[config.mk]
export PLATFORM = sky130hd
export DESIGN_NAME = c2s_lane
export DESIGN_NICKNAME = d
export VERILOG_FILES = /design/src/rtl/assert_macros.svh /design/src/rtl/c2s_pkg.sv /design/src/rtl/c2s_sqrt.sv /design/src/rtl/c2s_lane.sv
export SDC_FILE = /design/constraint.sdc
export NUM_CORES = 2
export LEC_CHECK = 0
export ABC_AREA = 1
export BUFFER_PORTS_ARGS = -buffer_cell sky130_fd_sc_hd__buf_2
export CORE_ASPECT_RATIO = 0.5
export CORE_UTILIZATION = 35
export CTS_CLUSTER_SIZE = 12
export DETAILED_ROUTE_END_ITERATION = 10
export HOLD_SLACK_MARGIN = 0.06
export MAX_ROUTING_LAYER = met4
export SETUP_SLACK_MARGIN = 0.4
export SLEW_MARGIN = 20
export SYNTH_ARGS = -nofsm -noshare
export SYNTH_HDL_FRONTEND = slang
export SYNTH_SLANG_ARGS = --single-unit
[constraint.sdc]
create_clock -name i_clk -period 7.4 [get_ports i_clk]
set_input_delay 0 -clock i_clk [delete_from_list [all_inputs] [get_ports i_clk]]
set_output_delay 0 -clock i_clk [all_outputs]
set_load 0.01 [all_outputs]
[src/rtl/assert_macros.svh]
// Assertion macros used by the top-level RTL file.
`ifndef ASSERT_MACROS_SVH
`define ASSERT_MACROS_SVH

// Same-cycle implication, disabled while reset is asserted.
`define ASSERT_IMPLY(label, clk, rst_n, ante, cons, msg) \
    label: assert property (@(posedge clk) disable iff (!rst_n) (ante) |-> (cons)) \
        else $error(msg);

// Next-cycle implication, disabled while reset is asserted.
`define ASSERT_NEXT(label, clk, rst_n, ante, cons, msg) \
    label: assert property (@(posedge clk) disable iff (!rst_n) (ante) |=> (cons)) \
        else $error(msg);

`endif

[src/rtl/c2s_pkg.sv]
// Shared widths, types and the square-root digit step for the cube-to-sphere map.
package c2s_pkg;

    localparam int FRAC_BITS = 14;
    localparam int IO_W      = 16;
    localparam int MAG_W     = FRAC_BITS + 1;
    localparam int H_W       = MAG_W + 1;
    localparam int RAD_W     = H_W + FRAC_BITS;
    localparam int ROOT_W    = MAG_W;
    localparam int REM_W     = ROOT_W + 2;
    localparam int SQ_STAGES = RAD_W / 2;
    localparam int DIV_SH    = MAG_W + 1;
    localparam int RES_W     = MAG_W + 1;
    localparam int EXT_W     = (RES_W > IO_W) ? RES_W : IO_W;
    localparam int CL_W      = (FRAC_BITS + 2 > IO_W + 1) ? FRAC_BITS + 2 : IO_W + 1;
    localparam int LATENCY   = SQ_STAGES + 7;

    localparam longint unsigned RECIP3_L = ((64'd1 << DIV_SH) + 64'd2) / 64'd3;
    localparam logic [MAG_W-1:0] RECIP3  = MAG_W'(RECIP3_L);

    localparam logic [MAG_W-1:0]       ONE_M  = MAG_W'(1) << FRAC_BITS;
    localparam logic [H_W-1:0]         ONE_H  = H_W'(1) << FRAC_BITS;
    localparam logic signed [CL_W-1:0] ONE_CL = CL_W'(1) << FRAC_BITS;

    typedef struct packed {
        logic [REM_W-1:0]  rem;
        logic [ROOT_W-1:0] root;
    } t_sq;

    typedef struct packed {
        logic             neg;
        logic [MAG_W-1:0] mag;
    } t_coord;

    typedef struct packed {
        logic             neg;
        logic [RES_W-1:0] mag;
    } t_lane_res;

    localparam t_sq SQ_ZERO = '0;

    function automatic t_sq sq_step(input t_sq cur, input logic [1:0] pair);
        logic [REM_W+1:0] acc;
        logic [REM_W+1:0] trial;
        t_sq              nxt;
        acc   = {cur.rem, pair};
        trial = (REM_W+2)'({cur.root, 2'b01});
        if (acc >= trial) begin
            nxt.rem  = REM_W'(acc - trial);
            nxt.root = {cur.root[ROOT_W-2:0], 1'b1};
        end else begin
            nxt.rem  = REM_W'(acc);
            nxt.root = {cur.root[ROOT_W-2:0], 1'b0};
        end
        return nxt;
    endfunction

endpackage

[src/rtl/c2s_sqrt.sv]
// Pipelined integer square root, one root bit per stage, with a side word carried along.
module c2s_sqrt (
    input  logic                      i_clk,
    input  logic [c2s_pkg::RAD_W-1:0] i_rad,
    input  c2s_pkg::t_coord           i_side,
    output logic [c2s_pkg::ROOT_W-1:0] o_root,
    output c2s_pkg::t_coord           o_side
);

    localparam int NS = c2s_pkg::SQ_STAGES;
    localparam int RW = c2s_pkg::RAD_W;

    c2s_pkg::t_sq    r_st   [NS];
    c2s_pkg::t_coord r_side [NS];
    logic [RW-1:0]   r_rad  [NS-1];

    for (genvar k = 0; k < NS; k++) begin : g_stage
        if (k == 0) begin : g_first
            always_ff @(posedge i_clk) begin
                r_st[0]   <= c2s_pkg::sq_step(c2s_pkg::SQ_ZERO, i_rad[RW-1 -: 2]);
                r_side[0] <= i_side;
                r_rad[0]  <= i_rad;
            end
        end else begin : g_next
            always_ff @(posedge i_clk) begin
                r_st[k]   <= c2s_pkg::sq_step(r_st[k-1], r_rad[k-1][RW-1-2*k -: 2]);
                r_side[k] <= r_side[k-1];
            end
            if (k < NS - 1) begin : g_rad
                always_ff @(posedge i_clk) begin
                    r_rad[k] <= r_rad[k-1];
                end
            end
        end
    end

    assign o_root = r_st[NS-1].root;
    assign o_side = r_side[NS-1];

endmodule

[src/rtl/c2s_lane.sv]
// One coordinate lane: radicand from the other two squares, square root, final scale.
module c2s_lane (
    input  logic                      i_clk,
    input  logic [c2s_pkg::MAG_W-1:0] i_a2,
    input  logic [c2s_pkg::MAG_W-1:0] i_b2,
    input  c2s_pkg::t_coord           i_c,
    output c2s_pkg::t_lane_res        o_res
);

    localparam int F  = c2s_pkg::FRAC_BITS;
    localparam int MW = c2s_pkg::MAG_W;
    localparam int HW = c2s_pkg::H_W;

    logic [2*MW-1:0] ab_prod;
    logic [2*MW:0]   q_prod;
    logic [2*MW-1:0] fin_prod;

    logic [MW-1:0]   r_p;
    logic [HW-1:0]   r_base;
    logic [HW-1:0]   r_base2;
    logic [MW-1:0]   r_q;
    logic [HW-1:0]   r_h;
    c2s_pkg::t_coord r_c1;
    c2s_pkg::t_coord r_c2;
    c2s_pkg::t_coord r_c3;

    logic [c2s_pkg::ROOT_W-1:0] sq_root;
    c2s_pkg::t_coord            sq_side;
    c2s_pkg::t_lane_res         r_res;

    assign ab_prod  = (2*MW)'(i_a2) * (2*MW)'(i_b2);
    assign q_prod   = (2*MW+1)'(r_p) * (2*MW+1)'(c2s_pkg::RECIP3);
    assign fin_prod = (2*MW)'(sq_side.mag) * (2*MW)'(sq_root);

    always_ff @(posedge i_clk) begin
        r_p     <= ab_prod[F +: MW];
        r_base  <= c2s_pkg::ONE_H - HW'(i_a2 >> 1) - HW'(i_b2 >> 1);
        r_c1    <= i_c;
        r_q     <= q_prod[c2s_pkg::DIV_SH +: MW];
        r_base2 <= r_base;
        r_c2    <= r_c1;
        r_h     <= r_base2 + HW'(r_q);
        r_c3    <= r_c2;
        r_res.mag <= fin_prod[F +: c2s_pkg::RES_W];
        r_res.neg <= sq_side.neg;
    end

    c2s_sqrt u_sqrt (
        .i_clk  (i_clk),
        .i_rad  ({r_h, F'(0)}),
        .i_side (r_c3),
        .o_root (sq_root),
        .o_side (sq_side)
    );

    assign o_res = r_res;

endmodule

==> results.tsv <==
stage	metric	value	unit
synthesis	post-synthesis cell count	5651	
cells_and_area	Non-Filler Instances	7567	
route	drt pass-1 iters	6	
synthesis	synthesized flop and latch total	772	
timing	fin crit share	76.3	%
cells_and_area	Final Core Density	39.3	%
clock_network	TritonCTS Buffers	80	
floorplan	Die X	520	um
route	routed vias/inst	4.50	
cells_and_area	diode count	0	
clock_network	CTS max path bufs	3	
clock_network	post-CTS setup buffer count	0	
placed_design	Placed Area	0.0491	sq mm
cells_and_area	area grow syn2layout	10.7	%
global_route	largest net degree at the start of global routing	25	
floorplan	die height	261	um
global_route	first-pass GRT wire length	169	mm
clock_network	clock-pin slew on the worst setup and hold paths	60	ps
cells_and_area	commonest non-fill, non-tap cells in the layout	1297 x nand2_1, 1252 x inv_1, 772 x dfxtp_1, 449 x ha_1, 403 x fa_1	
run_status	status	complete, no violations	
worst_setup_path	Crit path arrival time	6220	ps
clock_network	# clock sinks	772	
synthesis	Top FF cell, synth	dfxtp_1	
worst_setup_path	crit path capture type	flip-flop	
floorplan	die area	0.136	sq mm
timing	post-layout min period	5650	ps
floorplan	Rows	94	
floorplan	core area	0.132	sq mm
placed_design	DP Wirelength	80.3	mm
worst_setup_path	WP data required	7970	ps
cells_and_area	Final #Nets	6654	
placed_design	routability congestion estimate	0.883	
route	drt drc	0	
worst_hold_path	Worst Hold Depth	4	
clock_network	CTS tree	built	
clock_network	CTS root buf	clkbuf_16	
worst_setup_path	R2R cell count	19	
timing	measured slew at the worst slew-check pin	917	ps
run	MaxCap Viol Count	0	
timing	unrepaired setup endpoints after global routing	false	
cells_and_area	post-route cell area	0.0519	sq mm
synthesis	register area share after synthesis	32.9	%
route	initial DRC count	1773	
clock_network	number of H-tree levels	3	
synthesis	count of cell types in the netlist	54	
worst_setup_path	crit-path max FO	15	
synthesis	syn_area_per_cell	8.31	sq um
synthesis	Syn. warnings	0	
cells_and_area	share of cells above drive strength 1	4.89	%
clock_network	worst skew pair latency	680	ps
route	Routed wire per std cell	13.3	um
worst_hold_path	type of the most critical hold path	input pin to flip-flop	
synthesis	ys async rst share	0	%
route	WL final	101	mm
synthesis	EDFF count, synth	0	
placed_design	# port buffers	63	
timing	clock skew	45.2	ps
global_route	Total GRT Usage	15.7	%
global_route	vias in the first global route	34054	
timing	Max transition margin	38.6	%
worst_setup_path	Worst setup SP type	flip-flop	
placed_design	placed insts	7410	
route	Vias	34054	
synthesis	Syn Nets	6550	
global_route	initial antenna violation count	1	
timing	fmax	177	MHz
timing	Setup TNS Final	0	ps
timing	Fin. Hold Viols	0	
floorplan	Initial Util	35.5	%
global_route	grt total ovfl	0	
cells_and_area	commonest non-fill, non-tap cell in the layout	nand2_1	
synthesis	synthesized cell area	0.0469	sq mm
timing	Slew Limit Fails	0	
route	antenna-violating nets left	0	
cells_and_area	# fillers	13513	
floorplan	IO Pins	64	
worst_setup_path	critical path class	flip-flop to flip-flop	
timing	Final Setup Violations	0	
sequential cells by signal (all words and copies together), names as in the netlist:
signal	cells
r_h	16
u_sqrt.r_st	334
u_sqrt.r_rad	56
r_c2	16
r_q	14
o_res	17
r_p	15
r_base	16
r_base2	16
r_c1	16
u_sqrt.r_side	240
r_c3	16
metal layers:
layer | vias to the layer above | GRT usage, % | part of all wire, %
li1 | 17366 | - | -
met1 | 15896 | 19.6 | 46
met2 | 603 | 26.3 | 47
met3 | 189 | 1.97 | 3.6
met4 | 0 | 5.55 | 3.1
met5 | - | - | 0
worst max-delay path, cell delays in order (launching register included):
cell	delay, ps
dfxtp_1	720
nand2_1	180
fa_1	580
inv_1	50
fa_1	480
fa_1	520
fa_1	520
fa_1	540
inv_1	50
fa_1	530
inv_1	40
ha_1	340
a21oi_1	180
o21ai_0	180
a21oi_1	270
nor2_1	70
nor2_1	130
nand2_1	60
nand2_1	50
nand2_1	40
stage by stage:
stage / setup WS (ps) / hold WS (ps)
floorplan: 2190 / 27.7
global placement: 1810 / 102
detailed placement: 1770 / 104
CTS: 1750 / 78.9
global route: 1330 / 155
finish: 1750 / 142
cells in the mapped netlist, types with 3 or more instances:
library cell | n | area share [%]
nand2_1 | 1297 | 10
inv_1 | 1252 | 10
dfxtp_1 | 772 | 33
ha_1 | 449 | 12
fa_1 | 403 | 17
nor2_1 | 306 | 2.4
nand3_1 | 250 | 2.7
a21oi_1 | 213 | 2.3
o21ai_0 | 143 | 1.5
xor2_1 | 84 | 1.6
nor3_1 | 63 | 0.67
xnor2_1 | 63 | 1.2
clkbuf_1 | 61 | 0.49
nand4_1 | 52 | 0.69
o21ai_1 | 27 | 0.29
a21oi_2 | 19 | 0.35
a21o_1 | 18 | 0.29
nand3b_1 | 15 | 0.24
o21bai_1 | 14 | 0.22
or2_2 | 14 | 0.19
o21ai_2 | 13 | 0.24
nand2_2 | 12 | 0.16
nor2_2 | 12 | 0.16
buf_6 | 11 | 0.26
a31oi_1 | 9 | 0.12
inv_2 | 9 | 0.072
nand2_4 | 9 | 0.22
nor4_1 | 9 | 0.12
o21a_1 | 7 | 0.11
a21boi_0 | 6 | 0.096
nor2_4 | 6 | 0.14
buf_2 | 4 | 0.043
buf_4 | 3 | 0.048
repair_timing:
item                                   CTS  global route
endpoints found under the hold margin   20             0
hold buffers                            39             0
setup endpoints to repair                0             0
gates resized for setup                  0             0
cells by family (layout without fill, tap and decap cells):
family,Yosys count,in the layout,share of synthesized area (%)
compound gates,476,476,5.68
flops,772,772,32.9
xor+xnor,147,147,2.74
buf+inv,1345,1485,11.1
fa+ha+maj,852,852,29.2
simple gates,2058,2058,18.4
other cells,1,1,0.00799
final timing paths:
check / from / to / slack [ps]
worst min-delay path: i_b2[2] / r_base[1]$_DFF_P_ / 140
worst max-delay path: u_sqrt.r_st[1][203]$_DFF_P_ / o_res[15]$_DFF_P_ / 1750
worst min register to register: r_h[12]$_DFF_P_ / u_sqrt.r_rad[0][26]$_DFF_P_ / 290
worst max register to register: u_sqrt.r_st[1][203]$_DFF_P_ / o_res[15]$_DFF_P_ / 1750
layout make-up:
| type | count | area [sq um] | area share (%) |
|---|---|---|---|
| clock inverters | 19 | 315 | 0.607 |
| multi-input cells | 3534 | 26300 | 50.6 |
| inverters | 1264 | 4760 | 9.16 |
| repair buffers | 103 | 713 | 1.37 |
| clock buffers | 99 | 2180 | 4.20 |
| flip-flops and latches | 772 | 15500 | 29.8 |
| well taps | 1776 | 2220 | 4.28 |
Power is left out: the tool's default activity adds up to more than one toggle a clock period on the data nets, which glitch-free logic cannot reach.
